**src/ols_pkg.sv**
```systemverilog
// ----------------------------------------------------------------------------
// ols_pkg
// Shared types and operation codes for the ordered list store.
// ----------------------------------------------------------------------------
package ols_pkg;

  localparam int unsigned VALUE_W = 32;
  localparam int unsigned COUNT_W = 5;

  typedef enum logic [2:0] {
    OP_PUSH_FRONT = 3'd0,
    OP_PUSH_BACK  = 3'd1,
    OP_POP_FRONT  = 3'd2,
    OP_POP_BACK   = 3'd3,
    OP_REMOVE     = 3'd4,
    OP_SEARCH     = 3'd5,
    OP_CLEAR      = 3'd6
  } op_t;

  typedef struct packed {
    logic [2:0]                func;
    logic signed [VALUE_W-1:0] value;
  } in_item_t;

  typedef struct packed {
    logic               success;
    logic [COUNT_W-1:0] count;
    logic               empty_res;
    logic               full_res;
  } out_item_t;

  // Per-cycle commands broadcast to every cell of the chain.
  typedef struct packed {
    logic push_front;
    logic push_back;
    logic pop_front;
    logic remove;
  } cell_ctl_t;

endpackage

```
**src/ols_cell.sv**
```systemverilog
// ----------------------------------------------------------------------------
// ols_cell
// One list position: holds an entry, compares it against the broadcast
// value, shifts toward either neighbor on command and loads the value at the tail.
// ----------------------------------------------------------------------------
module ols_cell import ols_pkg::*; (
  input  logic                      clk,
  input  cell_ctl_t                 ctl,
  input  logic signed [VALUE_W-1:0] value,
  input  logic signed [VALUE_W-1:0] left_entry,
  input  logic signed [VALUE_W-1:0] right_entry,
  input  logic                      in_use,
  input  logic                      at_tail,
  input  logic                      match_in,
  output logic                      match_out,
  output logic signed [VALUE_W-1:0] entry
);

  logic signed [VALUE_W-1:0] entry_r;
  logic signed [VALUE_W-1:0] entry_nxt;

  // match_out is high from the first matching position onward
  assign match_out = match_in | (in_use & (entry_r == value));
  assign entry     = entry_r;

  always_comb begin
    entry_nxt = entry_r;
    if (ctl.push_front) begin
      entry_nxt = left_entry;
    end else if (ctl.push_back && at_tail) begin
      entry_nxt = value;
    end else if (ctl.pop_front || (ctl.remove && match_out)) begin
      entry_nxt = right_entry;
    end
  end

  always_ff @(posedge clk) begin
    entry_r <= entry_nxt;
  end

endmodule

```
**src/ordered_list_store.sv**
```systemverilog
// ----------------------------------------------------------------------------
// ordered_list_store
// Bounded ordered list of signed 32-bit values held in a chain of cells.
// ----------------------------------------------------------------------------
// Usage:
//   Input channel in_valid/in_stall/in_data carries one operation per item:
//   push front/back, pop front/back, remove first equal value, search, clear.
//   Output channel out_valid/out_stall/out_data returns exactly one result
//   per item: success flag, count after the operation, empty and full.
//   The result of an accepted item is in the output register right after
//   the edge that accepts it. Throughput is one item per cycle while the
//   receiver does not stall; the whole list updates at once, every cell
//   comparing the value in parallel, a match chain rippling through cells.
//   When the receiver stalls with a result pending, in_stall rises and the
//   next item waits; the result is taken and a new item accepted in the
//   same cycle once out_stall drops.
//   Reset empties the list (count zero); entry contents are not cleared and
//   are never read before being written.
// ----------------------------------------------------------------------------
module ordered_list_store import ols_pkg::*; #(
  parameter int unsigned CAPACITY = 16
) (
  input  logic      clk,
  input  logic      rst_n,
  input  logic      in_valid,
  output logic      in_stall,
  input  in_item_t  in_data,
  output logic      out_valid,
  input  logic      out_stall,
  output out_item_t out_data
);

  localparam int unsigned LEN_W = $clog2(CAPACITY + 1);

  logic [LEN_W-1:0] len_r;
  logic [LEN_W-1:0] len_nxt;
  logic             out_valid_r;
  logic             out_valid_nxt;
  out_item_t        out_data_r;
  out_item_t        out_data_nxt;

  logic                      accept;
  logic                      is_empty;
  logic                      is_full;
  logic                      found;
  logic                      success;
  cell_ctl_t                 ctl;
  logic signed [VALUE_W-1:0] ent [CAPACITY];
  logic                      match [CAPACITY+1];

  assign in_stall  = out_valid_r & out_stall;
  assign accept    = in_valid & ~in_stall;
  assign is_empty  = (len_r == '0);
  assign is_full   = (len_r == LEN_W'(CAPACITY));
  assign match[0]  = 1'b0;
  assign found     = match[CAPACITY];

  // ---- cell chain ----
  for (genvar i = 0; i < CAPACITY; i++) begin : g_cell
    logic signed [VALUE_W-1:0] left_w;
    logic signed [VALUE_W-1:0] right_w;

    if (i == 0) begin : g_head
      assign left_w = in_data.value;
    end else begin : g_mid_l
      assign left_w = ent[i-1];
    end
    if (i == CAPACITY - 1) begin : g_tail
      assign right_w = ent[i];
    end else begin : g_mid_r
      assign right_w = ent[i+1];
    end

    ols_cell u_cell (
      .clk         (clk),
      .ctl         (ctl),
      .value       (in_data.value),
      .left_entry  (left_w),
      .right_entry (right_w),
      .in_use      (len_r > LEN_W'(i)),
      .at_tail     (len_r == LEN_W'(i)),
      .match_in    (match[i]),
      .match_out   (match[i+1]),
      .entry       (ent[i])
    );
  end

  // ---- operation decode ----
  always_comb begin
    ctl     = '0;
    success = 1'b0;
    len_nxt = len_r;
    unique case (op_t'(in_data.func))
      OP_PUSH_FRONT: begin
        success        = ~is_full;
        ctl.push_front = accept & ~is_full;
        if (~is_full) len_nxt = len_r + LEN_W'(1);
      end
      OP_PUSH_BACK: begin
        success       = ~is_full;
        ctl.push_back = accept & ~is_full;
        if (~is_full) len_nxt = len_r + LEN_W'(1);
      end
      OP_POP_FRONT: begin
        success       = ~is_empty;
        ctl.pop_front = accept & ~is_empty;
        if (~is_empty) len_nxt = len_r - LEN_W'(1);
      end
      OP_POP_BACK: begin
        success = ~is_empty;
        if (~is_empty) len_nxt = len_r - LEN_W'(1);
      end
      OP_REMOVE: begin
        // cells shift only where the match chain is set, so a miss is a no-op
        success    = found;
        ctl.remove = accept;
        if (found) len_nxt = len_r - LEN_W'(1);
      end
      OP_SEARCH: begin
        success = found;
      end
      OP_CLEAR: begin
        success = 1'b1;
        len_nxt = '0;
      end
      default: begin
      end
    endcase
  end

  always_comb begin
    out_valid_nxt = out_valid_r & out_stall;
    out_data_nxt  = out_data_r;
    if (accept) begin
      out_valid_nxt          = 1'b1;
      out_data_nxt.success   = success;
      out_data_nxt.count     = COUNT_W'(len_nxt);
      out_data_nxt.empty_res = (len_nxt == '0);
      out_data_nxt.full_res  = (len_nxt == LEN_W'(CAPACITY));
    end
  end

  always_ff @(posedge clk) begin
    if (!rst_n) begin
      len_r       <= '0;
      out_valid_r <= 1'b0;
    end else begin
      if (accept) len_r <= len_nxt;
      out_valid_r <= out_valid_nxt;
    end
  end

  always_ff @(posedge clk) begin
    out_data_r <= out_data_nxt;
  end

  assign out_valid = out_valid_r;
  assign out_data  = out_data_r;

  // ---- assertions ----
  a_len_bound: assert property (@(posedge clk) disable iff (!rst_n)
    len_r <= LEN_W'(CAPACITY))
    else $error("list length exceeds capacity");

  a_result_follows: assert property (@(posedge clk) disable iff (!rst_n)
    accept |=> out_valid_r)
    else $error("accepted item produced no result");

  a_push_grows: assert property (@(posedge clk) disable iff (!rst_n)
    (accept && !is_full && (in_data.func == OP_PUSH_FRONT || in_data.func == OP_PUSH_BACK))
    |=> len_r == $past(len_r) + LEN_W'(1))
    else $error("successful push did not grow the list");

  a_count_matches: assert property (@(posedge clk) disable iff (!rst_n)
    accept |=> out_data_r.count == COUNT_W'(len_r))
    else $error("reported count differs from held length");

endmodule

```
**config.mk**
```make
export PLATFORM = sky130hd
export DESIGN_NAME = ordered_list_store
export DESIGN_NICKNAME = d
export VERILOG_FILES = /design/src/ols_pkg.sv /design/src/ols_cell.sv /design/src/ordered_list_store.sv
export SDC_FILE = /design/constraint.sdc
export NUM_CORES = 2
export LEC_CHECK = 0
export BUFFER_PORTS_ARGS = -buffer_cell sky130_fd_sc_hd__buf_2
export CAP_MARGIN = 5
export CORE_ASPECT_RATIO = 1.75
export CORE_UTILIZATION = 24
export DETAILED_ROUTE_END_ITERATION = 7
export GPL_ROUTABILITY_DRIVEN = 0
export HOLD_SLACK_MARGIN = 0.08
export MAX_ROUTING_LAYER = met4
export SKIP_CTS_REPAIR_TIMING = 1
export SLEW_MARGIN = 20
export SYNTH_ARGS = -nofsm -noshare
export SYNTH_HDL_FRONTEND = slang
export SYNTH_SLANG_ARGS = --single-unit
```
**constraint.sdc**
```tcl
create_clock -name clk -period 13.4 [get_ports clk]
set_input_delay 2.01 -clock clk [delete_from_list [all_inputs] [get_ports clk]]
set_output_delay 2.01 -clock clk [all_outputs]
set_load 0.05 [all_outputs]
```
==> metrics.log <==
INFO  metric power.share.sequential = 49.8%
INFO  metric grt_pass1_wl = 176000 µm
INFO  metric library_cell_occupying_the_most_area_in_the_post_synthesis_netlist = edfxtp_1
INFO  metric setup-tns-final = 0 ns
INFO  metric clock_tree.htree_level_count = 2
INFO  metric post-synth-top-area-fraction = 47.0%
INFO  metric max_cap_check_violation_count = 0
INFO  metric fp.coreArea = 137000 µm²
INFO  metric timing.hold.worst.class = flop to flop
INFO  metric cts.sink_count = 526
INFO  metric outcome = complete, but fails checks
INFO  metric timing.critical_path.fanout_max = 32
INFO  metric drive_gt1_share = 9.37%
INFO  metric synth_flop_cell = edfxtp_1
INFO  metric synth_area_in_xor_xnor = 13.5%
INFO  metric end_kind = flop
INFO  metric grt_overflow_total = 0
INFO  metric cts_tree = done
INFO  metric finalClockSkew = 0.0221 ns
INFO  metric drt-initial-drc-count = 2268
INFO  metric mostFrequentLayoutCells = edfxtp_1, nand2_1, o21ai_0
INFO  metric clk-insertion-delay-late = 0.64 ns
INFO  metric synth_area_per_cell = 10.6 µm²
INFO  metric path_class = input port to flop
INFO  metric ctsLongestPathBuffers = 3
INFO  metric grt_antenna_before_repair = 7
INFO  metric cts-root-buf = clkbuf_16
INFO  metric cp_data_required_time = 13.45 ns
INFO  metric grt_start_max_net_pins = 299
INFO  metric rsz0062_at_grt = false
INFO  metric vdd_drop_max = 0.104 mV
INFO  metric post_detailed_placement_half_perimeter_wirelength = 91200 µm
INFO  metric cp_cell_sequence = buf_2 -> buf_4 -> xor2_1 -> nor4_1 -> nand4_1 -> nor4_1 -> a2111oi_2 -> or3b_4 -> or3_1 -> or4_1 -> o21ai_1 -> nand3_2
INFO  metric violations = DRC
INFO  metric ys_top_cells_by_area = edfxtp_1, mux2i_1, xor2_1
INFO  metric average_wire_per_standard_cell = 26.0 µm
INFO  metric synth_seq_area_share = 47.4%
INFO  metric synth_top_family_by_area = multiplexers
INFO  metric io_pins = 49
INFO  metric internal_power = 2.78 mW
INFO  metric rrSetupSlack = 8.01 ns
INFO  metric pwr-share-clk = 37.6%
INFO  metric synth-seq-cells = 526
INFO  metric postRouteAntennaNets = 0
INFO  metric post_synth_inst_count = 3119
INFO  metric holdWs = 0.584 ns
INFO  metric post_route_fraction_of_the_period_consumed_by_the_critical_path = 51.3%
INFO  metric synth-edff-count = 520
INFO  metric mostFrequentLayoutCell = edfxtp_1
INFO  metric routed_wirelength = 126000 µm
INFO  metric design.die.area = 140000 µm²
INFO  metric via_count = 23.6k
INFO  metric rows = 180
INFO  metric postSynth.asyncResetShare = 0%
INFO  metric area_growth_syn_to_layout = 9.57%
INFO  metric adder_cell_share_of_the_synthesized_area = 0.226%
INFO  metric maxSlewViolCount = 0
INFO  metric crit_buf_inv = 2
INFO  metric first_global_vias = 23.7k
INFO  metric clkSlewWorstSetupHoldPaths = 0.07 ns
INFO  metric comb_power_share = 12.6%
INFO  metric power.leakage = 13.6 nW
INFO  metric portBuffers = 48
INFO  metric worst_pin_slew = 1.42 ns
INFO  metric dr_pass1_iterations = 8
INFO  metric initial_core_util = 24.2%
INFO  metric power.switching_fraction = 28.4%
INFO  metric fin_crit = 6.88 ns
INFO  metric die-height = 494 µm
INFO  metric drc = 2
INFO  metric yosys_warnings = 0
INFO  metric cpLargestDelayFamily = simple AND/OR/NAND/NOR gates
INFO  metric syn-cell-area = 33200 µm²
INFO  metric synth_nets = 3164
INFO  metric post_synth_num_cell_types = 64
INFO  metric crit_path_arrival_time = 6.92 ns
INFO  metric worst_path_most_repeated_cell = nor4_1
INFO  metric synth.area.mux_share = 15.8%
INFO  metric critPathLaunchType = input port
INFO  metric synth_compound_area_share = 8.00%
INFO  metric drt-vias-per-instance = 4.88
INFO  metric timing.final.setup_violations = 0
INFO  metric gr-usage-all-layers = 18.1%
INFO  metric layout.nets = 3024
INFO  metric critical-path-slowest-cell = xor2_1
INFO  metric die_width = 283 µm
INFO  metric final-hold-violation-count = 0
INFO  metric tritoncts.num_buffers = 49
INFO  metric max_slew_margin = 5.10%
INFO  metric p_sw = 1.10 mW
INFO  metric slowest_delay = 1.13 ns
INFO  metric synth_simple_gate_area_share = 10.2%
INFO  metric powerDensity = 107 nW/µm²
INFO  metric max_freq = 145 MHz
-- registers in the layout, summed over array words and instances, names as in the netlist --
name and cells:
g_cell.u_cell.entry 512, len_r 5, out_data 8, out_valid 1
-- final cells by class --
| class | instances | area, µm² |
|---|---|---|
| clock buffer | 57 | 1300 |
| tap | 1820 | 2280 |
| fill | 14500 | 101000 |
| multi-input combinational | 2288 | 16000 |
| clock inverter | 34 | 279 |
| antenna | 5 | 12.5 |
| sequential | 526 | 15700 |
| inverter | 9 | 33.8 |
| timing repair buffer | 105 | 726 |
-- Yosys cell counts (6+ instances only) --
| master | count |
|---|---|
| nor2_1 | 22 |
| nor3_1 | 24 |
| o211ai_1 | 9 |
| mux2_2 | 64 |
| nor4_1 | 102 |
| o21ai_0 | 463 |
| buf_6 | 32 |
| mux2i_1 | 450 |
| inv_1 | 8 |
| nand3_1 | 26 |
| xor2_1 | 375 |
| buf_4 | 26 |
| dfxtp_1 | 6 |
| clkbuf_1 | 162 |
| ha_1 | 6 |
| buf_2 | 45 |
| nand4_1 | 51 |
| buf_1 | 28 |
| xnor2_1 | 136 |
| edfxtp_1 | 520 |
| a21oi_1 | 8 |
| nand2_1 | 483 |
-- worst reg2reg max path: cells and delay by family, from the launching register on --
family,cells,cell delay [ns]
AND/OR/NAND/NOR,7,2.66
flip-flops,1,0.45
XOR/XNOR,1,1.10
AO/OA/AOI/OAI,2,0.56
-- metrics by stage --
step	area [µm²]	power, mW	std cells	worst slack [ns]	util (%)
after floorplan	33200	2.24	3119	7.11	-
after global placement	34700	2.43	4747	6.44	25.3
after detailed placement	34700	2.43	4747	6.44	25.3
after CTS	36300	3.87	4838	7.12	26.4
after global routing	36400	3.97	4843	6.47	26.5
final	36400	3.88	4844	6.52	26.5
-- power groups by stage --
| stage | combinational, mW | clock [mW] | sequential [mW] |
|---|---|---|---|
| final | 0.489 | 1.46 | 1.93 |
| after global routing | 0.504 | 1.53 | 1.94 |
| after CTS | 0.464 | 1.48 | 1.93 |
| after detailed placement | 0.462 | 0 | 1.97 |
| after global placement | 0.458 | 0 | 1.97 |
| after floorplan | 0.292 | 0 | 1.95 |
-- logic make-up (layout without fill, tap and decap cells) --
logic type,after synthesis,in the layout
fa+ha+maj,6,6
buf+inv,305,205
xor+xnor,512,512
flops,526,526
mux,515,515
other cells,0,5
compound gates,508,508
simple gates,747,747
-- metal layers --
metal	vias up	GRT usage, %	part of all wire, %
met1	11400	15.9	31
met3	487	2.07	4.0
met4	0	21.1	14
met5	-	-	0
li1	10800	-	-
met2	946	31.6	50
-- worst paths after layout --
path | endpoint | start | cells past startpoint
setup reg to reg | g_cell[14].u_cell.entry[31] | g_cell[4].u_cell.entry[29] | 10
setup / recovery | g_cell[14].u_cell.entry[31] | in_data[29] | 12
hold / removal | g_cell[1].u_cell.entry[10] | g_cell[0].u_cell.entry[10] | 2
hold reg to reg | g_cell[1].u_cell.entry[10] | g_cell[0].u_cell.entry[10] | 2
No activity file was read; power rests on OpenSTA's default activity.
